==> src/dbwu_pkg.sv <==
// shared types and constants of the debug breakpoint and watchpoint unit
// no dependencies; imported by every module of the block
`default_nettype none

package dbwu_pkg;

  localparam int NumBp      = 4;   // breakpoint slots checked, 1..4
  localparam int NumWp      = 4;   // watchpoint slots checked, 1..4
  localparam int NumBpRegs  = 4;   // breakpoint registers in the register map
  localparam int NumWpRegs  = 4;   // watchpoint registers in the register map
  localparam int CntW       = 32;
  localparam int CfgIdxW    = 4;
  localparam int CfgDataW   = 25;
  localparam int BpRegW     = 18;
  localparam int WpRegW     = 25;
  localparam int CfgBpBase  = 0;
  localparam int CfgWpBase  = CfgBpBase + NumBpRegs;

  // breakpoint register fields
  localparam int BpValidBit = 17;
  localparam int BpEnBit    = 16;

  // watchpoint register fields
  localparam int WpValidBit = 24;

  typedef enum logic [1:0] {
    TgtMem = 2'd0,
    TgtReg = 2'd1,
    TgtAcc = 2'd2,
    TgtNone = 2'd3
  } wp_target_e;

  typedef enum logic [1:0] {
    ModeChange = 2'd0,
    ModeWrite  = 2'd1,
    ModeRead   = 2'd2,
    ModeNone   = 2'd3
  } wp_mode_e;

  typedef struct packed {
    logic        kind;
    logic [15:0] address;
    logic [3:0]  reg_id;
    logic [7:0]  data_value;
    logic        wr_access;
  } in_item_t;

  typedef struct packed {
    logic            bp_hit;
    logic [1:0]      bp_slot;
    logic [CntW-1:0] bp_slot_hits;
    logic [CntW-1:0] bp_total_hits;
    logic [3:0]      wp_trigger_mask;
    logic [CntW-1:0] wp_total_triggers;
    logic            wp_stop;
  } out_item_t;

  typedef struct packed {
    logic                we;
    logic [CfgIdxW-1:0]  idx;
    logic [CfgDataW-1:0] data;
  } cfg_wr_t;

  // per-event control from the top level to the matchers
  typedef struct packed {
    logic upd;       // event is processed this cycle
    logic is_fetch;  // event is a fetch check
  } evt_ctrl_t;

  typedef struct packed {
    logic            hit;
    logic [1:0]      slot;
    logic [CntW-1:0] slot_hits;
    logic [CntW-1:0] total;
  } bp_res_t;

  typedef struct packed {
    logic [3:0]      mask;
    logic [CntW-1:0] total;
  } wp_res_t;

endpackage

`default_nettype wire

==> src/dbwu_bp.sv <==
// breakpoint slots: address compare, lowest-slot priority and hit counters
// depends on dbwu_pkg
`default_nettype none

module dbwu_bp
  import dbwu_pkg::*;
(
  input  wire logic      clk_i,
  input  wire logic      rst_ni,
  input  wire cfg_wr_t   cfg_i,
  input  wire evt_ctrl_t ctrl_i,
  input  wire logic [15:0] pc_i,
  output bp_res_t        res_o
);

  logic [BpRegW-1:0] slot_q  [NumBp];
  logic [CntW-1:0]   count_q [NumBp];
  logic [CntW-1:0]   total_q;
  logic [NumBp-1:0]  match;
  logic              hit;
  logic [1:0]        win;
  logic [CntW-1:0]   win_cnt;

  always_comb begin
    hit     = 1'b0;
    win     = '0;
    win_cnt = '0;
    for (int i = 0; i < NumBp; i++) begin
      match[i] = ctrl_i.is_fetch && slot_q[i][BpValidBit] && slot_q[i][BpEnBit] &&
                 (slot_q[i][15:0] == pc_i);
    end
    // scan downward so the lowest matching slot wins
    for (int i = NumBp - 1; i >= 0; i--) begin
      if (match[i]) begin
        hit     = 1'b1;
        win     = 2'(i);
        win_cnt = count_q[i] + 1'b1;
      end
    end
  end

  always_comb begin
    res_o.hit       = hit;
    res_o.slot      = win;
    res_o.slot_hits = win_cnt;
    res_o.total     = total_q + CntW'(hit);
  end

  always_ff @(posedge clk_i or negedge rst_ni) begin
    if (!rst_ni) begin
      total_q <= '0;
      for (int i = 0; i < NumBp; i++) begin
        slot_q[i]  <= '0;
        count_q[i] <= '0;
      end
    end else begin
      for (int i = 0; i < NumBp; i++) begin
        if (cfg_i.we && cfg_i.idx == CfgIdxW'(CfgBpBase + i)) begin
          slot_q[i] <= cfg_i.data[BpRegW-1:0];
        end
        if (ctrl_i.upd && hit && win == 2'(i)) begin
          count_q[i] <= win_cnt;
        end
      end
      if (ctrl_i.upd && hit) begin
        total_q <= res_o.total;
      end
    end
  end

endmodule

`default_nettype wire

==> src/dbwu_wp.sv <==
// watchpoint slots: address, register or accumulator select, mode check,
// last-value tracking and trigger total; depends on dbwu_pkg
`default_nettype none

module dbwu_wp
  import dbwu_pkg::*;
(
  input  wire logic      clk_i,
  input  wire logic      rst_ni,
  input  wire cfg_wr_t   cfg_i,
  input  wire evt_ctrl_t ctrl_i,
  input  wire in_item_t  item_i,
  output wp_res_t        res_o
);

  logic [WpRegW-1:0] slot_q [NumWp];
  logic [7:0]        last_q [NumWp];
  logic [CntW-1:0]   total_q;
  logic [NumWp-1:0]  sel;
  logic [NumWp-1:0]  trig;
  logic [2:0]        n_trig;
  wp_target_e        tgt  [NumWp];
  wp_mode_e          mode [NumWp];

  always_comb begin
    n_trig = '0;
    for (int i = 0; i < NumWp; i++) begin
      tgt[i]  = wp_target_e'(slot_q[i][23:22]);
      mode[i] = wp_mode_e'(slot_q[i][21:20]);
      sel[i]  = 1'b0;
      trig[i] = 1'b0;
      if (!ctrl_i.is_fetch && slot_q[i][WpValidBit]) begin
        unique case (tgt[i])
          TgtMem: begin
            sel[i] = (slot_q[i][19:4] == item_i.address);
            case (mode[i])
              ModeChange: trig[i] = sel[i] && (last_q[i] != item_i.data_value);
              ModeWrite:  trig[i] = sel[i] && item_i.wr_access;
              ModeRead:   trig[i] = sel[i] && !item_i.wr_access;
              default:    trig[i] = 1'b0;
            endcase
          end
          TgtReg: begin
            sel[i]  = (slot_q[i][3:0] == item_i.reg_id);
            trig[i] = sel[i] && mode[i] == ModeChange &&
                      (last_q[i] != item_i.data_value);
          end
          TgtAcc: begin
            sel[i]  = 1'b1;
            trig[i] = mode[i] == ModeChange && (last_q[i] != item_i.data_value);
          end
          default: begin
            sel[i]  = 1'b0;
            trig[i] = 1'b0;
          end
        endcase
      end
      n_trig = n_trig + 3'(trig[i]);
    end
  end

  always_comb begin
    res_o.mask  = 4'(trig);
    res_o.total = total_q + CntW'(n_trig);
  end

  always_ff @(posedge clk_i or negedge rst_ni) begin
    if (!rst_ni) begin
      total_q <= '0;
      for (int i = 0; i < NumWp; i++) begin
        slot_q[i] <= '0;
        last_q[i] <= '0;
      end
    end else begin
      for (int i = 0; i < NumWp; i++) begin
        if (cfg_i.we && cfg_i.idx == CfgIdxW'(CfgWpBase + i)) begin
          slot_q[i] <= cfg_i.data[WpRegW-1:0];
          last_q[i] <= '0;
        end else if (ctrl_i.upd && sel[i]) begin
          last_q[i] <= item_i.data_value;
        end
      end
      if (ctrl_i.upd) begin
        total_q <= res_o.total;
      end
    end
  end

endmodule

`default_nettype wire

==> src/debug_breakpoint_watchpoint_unit.sv <==
// top level of the debug trigger unit: input and result registers, handshakes
// depends on dbwu_pkg, dbwu_bp and dbwu_wp
`default_nettype none

// Debug trigger unit. Each accepted event beat (fetch or data) gives exactly
// one result beat. An event is registered on entry, checked combinationally
// against all breakpoint or watchpoint slots, and its result is loaded into
// an output register; one event is taken every cycle while out_stall_i is
// low. Throughput is set only by the result register, which holds while
// out_stall_i is high. Configuration writes (indexes 0-3 breakpoints, 4-7
// watchpoints) take effect on the next cycle and are expected only while
// no event is in flight.

module debug_breakpoint_watchpoint_unit
  import dbwu_pkg::*;
(
  input  wire logic                clk_i,
  input  wire logic                rst_ni,
  input  wire logic                in_valid_i,
  output logic                     in_stall_o,
  input  wire in_item_t            in_data_i,
  output logic                     out_valid_o,
  input  wire logic                out_stall_i,
  output out_item_t                out_data_o,
  input  wire logic                cfg_we_i,
  input  wire logic [CfgIdxW-1:0]  cfg_idx_i,
  input  wire logic [CfgDataW-1:0] cfg_data_i
);

  logic      in_valid_q, in_valid_d;
  in_item_t  in_item_q;
  logic      out_valid_q, out_valid_d;
  out_item_t out_item_q, out_item_d;
  logic      advance, proc_en, load;
  cfg_wr_t   cfg;
  evt_ctrl_t ctrl;
  bp_res_t   bp_res;
  wp_res_t   wp_res;

  assign advance    = !out_valid_q || !out_stall_i;
  assign proc_en    = in_valid_q && advance;
  assign in_stall_o = in_valid_q && !advance;
  assign load       = in_valid_i && !in_stall_o;

  assign cfg.we   = cfg_we_i;
  assign cfg.idx  = cfg_idx_i;
  assign cfg.data = cfg_data_i;

  assign ctrl.upd      = proc_en;
  assign ctrl.is_fetch = !in_item_q.kind;

  dbwu_bp u_bp (
    .clk_i  (clk_i),
    .rst_ni (rst_ni),
    .cfg_i  (cfg),
    .ctrl_i (ctrl),
    .pc_i   (in_item_q.address),
    .res_o  (bp_res)
  );

  dbwu_wp u_wp (
    .clk_i  (clk_i),
    .rst_ni (rst_ni),
    .cfg_i  (cfg),
    .ctrl_i (ctrl),
    .item_i (in_item_q),
    .res_o  (wp_res)
  );

  always_comb begin
    out_item_d.bp_hit            = bp_res.hit;
    out_item_d.bp_slot           = bp_res.slot;
    out_item_d.bp_slot_hits      = bp_res.slot_hits;
    out_item_d.bp_total_hits     = bp_res.total;
    out_item_d.wp_trigger_mask   = wp_res.mask;
    out_item_d.wp_total_triggers = wp_res.total;
    out_item_d.wp_stop           = |wp_res.mask;
  end

  always_comb begin
    in_valid_d = in_valid_q;
    if (load) begin
      in_valid_d = 1'b1;
    end else if (proc_en) begin
      in_valid_d = 1'b0;
    end
    out_valid_d = out_valid_q;
    if (proc_en) begin
      out_valid_d = 1'b1;
    end else if (!out_stall_i) begin
      out_valid_d = 1'b0;
    end
  end

  always_ff @(posedge clk_i or negedge rst_ni) begin
    if (!rst_ni) begin
      in_valid_q  <= 1'b0;
      out_valid_q <= 1'b0;
    end else begin
      in_valid_q  <= in_valid_d;
      out_valid_q <= out_valid_d;
    end
  end

  // payload registers, no reset
  always_ff @(posedge clk_i) begin
    if (load) begin
      in_item_q <= in_data_i;
    end
    if (proc_en) begin
      out_item_q <= out_item_d;
    end
  end

  assign out_valid_o = out_valid_q;
  assign out_data_o  = out_item_q;

endmodule

`default_nettype wire
==> config.mk <==
export PLATFORM = sky130hd
export DESIGN_NAME = debug_breakpoint_watchpoint_unit
export DESIGN_NICKNAME = d
export VERILOG_FILES = /design/src/dbwu_pkg.sv /design/src/dbwu_bp.sv /design/src/dbwu_wp.sv /design/src/debug_breakpoint_watchpoint_unit.sv
export SDC_FILE = /design/constraint.sdc
export NUM_CORES = 1
export LEC_CHECK = 0
export ABC_CLOCK_PERIOD_IN_PS = 4900
export BUFFER_PORTS_ARGS = -buffer_cell sky130_fd_sc_hd__buf_2
export CORE_UTILIZATION = 55
export DETAILED_ROUTE_END_ITERATION = 12
export HOLD_SLACK_MARGIN = 0.02
export PLACE_DENSITY = 0.76
export SLEW_MARGIN = 10
export SYNTH_ARGS = -nofsm -noshare
export SYNTH_HDL_FRONTEND = slang
export SYNTH_SLANG_ARGS = --single-unit
==> constraint.sdc <==
create_clock -name clk_i -period 4.9 [get_ports clk_i]
set_clock_uncertainty 0.2 [all_clocks]
set_input_delay 0.245 -clock clk_i [delete_from_list [all_inputs] [get_ports clk_i]]
set_output_delay 0.245 -clock clk_i [all_outputs]
set_load 0.02 [all_outputs]
==> impl_metrics.py <==
metrics = {
    "yosys": {
        "syn-num-nets": 2469,
        "synth_edf_count": 134,
        "ys_async_sr_fraction": 0.748,
        "synth.distinct_cells": 81,
        "synth_area_sq_um": 26600,
        "synth.ff_latch_count": 532,
        "yosysWarnings": 0,
        "synthCells": 2359,
        "ys_dominant_reg_cell": "dfrtp_1",
        "ys_seq_area_frac": 0.526,
        "synth_area_per_cell_sq_um": 11.3,
    },
    "global_routing": {
        "overflow": 0,
        "grt_pass1_vias": 19300,
        "grt_max_degree": 114,
        "grt_pass1_wl_mm": 107,
        "antenna_found_initial": 1,
        "track_usage": 0.276,
    },
    "floorplanning": {
        "dieArea_sq_um": 49200,
        "die-width_um": 222,
        "start_util": 0.557,
        "ioPinCount": 170,
        "coreArea_sq_um": 47700,
        "rows": 80,
        "die_h_um": 222,
    },
    "placed_design": {
        "dpl_cell_area_sq_um": 28200,
        "gp_congestion": 0.913,
        "port_buffers": 169,
        "dp_hpwl_mm": 46.5,
    },
    "critical_path": {
        "r2r_end": "out_data_o[27]",
        "rr_worst_depth": 20,
        "reg2reg_slack_ns": 0.21,
        "critPathKind": "reg2reg",
        "critPathCaptureType": "register",
        "start_kind": "register",
        "critPathArrivalTime_ns": 4.86,
        "crit_path_end": "out_data_o[27]",
        "required_ns": 5.07,
        "r2r-start": "in_item_q[25]",
        "critPathMaxFanout": 4,
        "crit_start": "in_item_q[25]",
    },
    "sta": {
        "setup_viol": 0,
        "period_share": 0.958,
        "max-slew-margin-rel": 0.215,
        "fmax_mhz": 213,
        "worst_pin_slew_ns": 1.17,
        "tns_ns": 0,
        "min_period_ns": 4.69,
        "hold_viol_final": 0,
        "drv_slew": 0,
    },
    "cells_and_area": {
        "drive_above_1_share": 0.203,
        "final_common_cell": "dfrtp_1",
        "fillers": 3654,
        "post-route-util": 0.642,
        "final_cell_mix": "dfrtp_1, xnor2_1, nand2_1",
        "syn2layout_area_growth_pct": 15.4,
        "final_cell_area_sq_um": 30700,
        "fin_nets": 2704,
    },
    "clocking": {
        "cts_buffers": 56,
        "clk_pin_slew_ns": 0.06,
        "cts_root_buffer": "clkbuf_16",
        "clockBufferDepth": 3,
        "clock_sinks": 532,
        "cts_tree": "done",
        "clock_latency_ns": 0.62,
        "cts_max_level": 2,
    },
    "run_status": {
        "status": "complete, no violations",
    },
    "routing": {
        "drt_iter0_markers": 2037,
        "postRouteAntennaNets": 0,
        "vias": 19100,
        "first_pass_iters": 7,
        "drc_errors": 0,
        "wire_per_inst_um": 20.6,
        "routed_wl_mm": 67.0,
        "avgViaCountPerCell": 5.85,
    },
    "power_and_ir_drop": {
        "power_density_nw_per_um2": 359,
        "p_total_mw": 11.0,
        "ir_drop_uv": 333,
        "p_leak_nw": 13.5,
    },
    "min_path": {
        "worstHoldPathType": "in2async",
    },
    "flow_run": {
        "drv_cap": 0,
    },
}
-- repair_timing --
item | in CTS | in global routing
hold buffers | 59 | 0
endpoints found under the setup margin | 1 | 36
buffers inserted | 1 | 4
gates resized for setup | 0 | 8
endpoints found under the hold margin | 309 | 0
pin swaps | 0 | 10
gates cloned | 0 | 0
-- power breakdown --
group / switching [mW] / total, mW / internal (mW)
Clock: 1.77 / 4.17 / 2.40
Combinational: 0.736 / 1.43 / 0.690
Sequential: 0.367 / 5.42 / 5.05
Total: 2.87 / 11.0 / 8.15
-- through the flow --
stage,hold slack (ns),cells,setup slack [ns]
2_1_floorplan,-0.251,2359,0.180
3_3_place_gp,0.196,3087,0.0894
3_5_place_dp,0.197,3087,0.0324
4_1_cts,0.107,3252,0.0249
5_1_grt,0.111,3256,-0.0331
6_report,0.0918,3258,0.206
-- state kept, by name, summed over array words and instances (netlist names), 30 cells and up --
| signal | count |
|---|---|
| u_bp.total_q | 32 |
| u_bp.slot_q | 72 |
| u_bp.count_q | 128 |
| u_wp.slot_q | 92 |
| u_wp.last_q | 32 |
| out_data_o | 104 |
| in_item_q | 30 |
| u_wp.total_q | 32 |
-- area by class of cell --
cell class	count	area (sq um)	area share
sequential	532	14000	0.456
multi-input combinational	1644	11900	0.387
timing repair buffer	294	1980	0.0645
clock buffer	87	1600	0.0521
tap	615	769	0.0251
inverter	66	250	0.00816
clock inverter	18	198	0.00645
antenna	2	5.00	0.000163
-- cells by family (layout without fill, tap and decap cells) --
kind of cell / after synthesis / in the layout / synth area share
fa+ha+maj: 46 / 46 / 0.0222
flops: 532 / 532 / 0.526
buf+inv: 183 / 465 / 0.0295
compound gates: 241 / 241 / 0.0579
simple gates: 723 / 723 / 0.137
mux: 212 / 212 / 0.0879
other cells: 0 / 2 / 0
xor+xnor: 422 / 422 / 0.139
-- synthesized netlist by cell type (all sizes together), types with 5 or more instances --
master | count | area (sq um)
o221ai | 10 | 131
or2 | 6 | 37.5
and3 | 36 | 225
a21oi | 9 | 45.0
o31ai | 5 | 37.5
nand3 | 81 | 415
edfxtp | 134 | 4020
nor3b | 7 | 52.6
o21ai | 148 | 744
buf | 47 | 272
a211oi | 6 | 45.0
a21o | 6 | 45.0
nand3b | 13 | 97.6
and4 | 18 | 158
nand4 | 54 | 350
and2 | 11 | 68.8
nor3 | 49 | 273
clkbuf | 70 | 264
or3 | 14 | 97.6
nor4 | 43 | 300
o211ai | 12 | 90.1
dfrtp | 398 | 9960
xor2 | 192 | 1680
xnor2 | 230 | 2010
nand2 | 228 | 858
nand2b | 7 | 43.8
or4 | 8 | 67.6
nor2 | 141 | 544
mux2 | 172 | 1940
inv | 65 | 244
mux2i | 40 | 400
ha | 44 | 551
-- per-layer routing --
layer  vias up  global-route usage  share of wire
met5         -                   0              0
met4         0              0.0815          0.027
met3       134              0.0459          0.061
met2       691               0.459           0.49
met1      9558               0.373           0.42
li1       8680                   -              -
-- critical path: stages, from the launching register on --
cell      delay [ns]
edfxtp_1        0.51
xnor2_1         0.20
nand4_1         0.13
nor4_2          0.29
buf_4           0.15
nand3_1         0.11
o31ai_2         0.20
nand2b_1        0.11
ha_1            0.30
inv_1           0.06
fa_2            0.58
inv_1           0.06
ha_1            0.20
fa_1            0.42
a21o_1          0.23
nand4_1         0.16
nor4_2          0.06
buf_4           0.15
nand2_1         0.13
nor2_1          0.08
xor2_1          0.14
-- worst min-delay path by stage --
stage	from	to
CTS	in_data_i[1]	in_item_q[1]
finish	rst_ni	u_bp.count_q[113]
floorplan	rst_ni	in_valid_q
detailed placement	rst_ni	u_bp.count_q[110]
global route	in_data_i[29]	in_item_q[29]
global placement	rst_ni	u_bp.count_q[112]
Power figures use the tool's default switching activity.
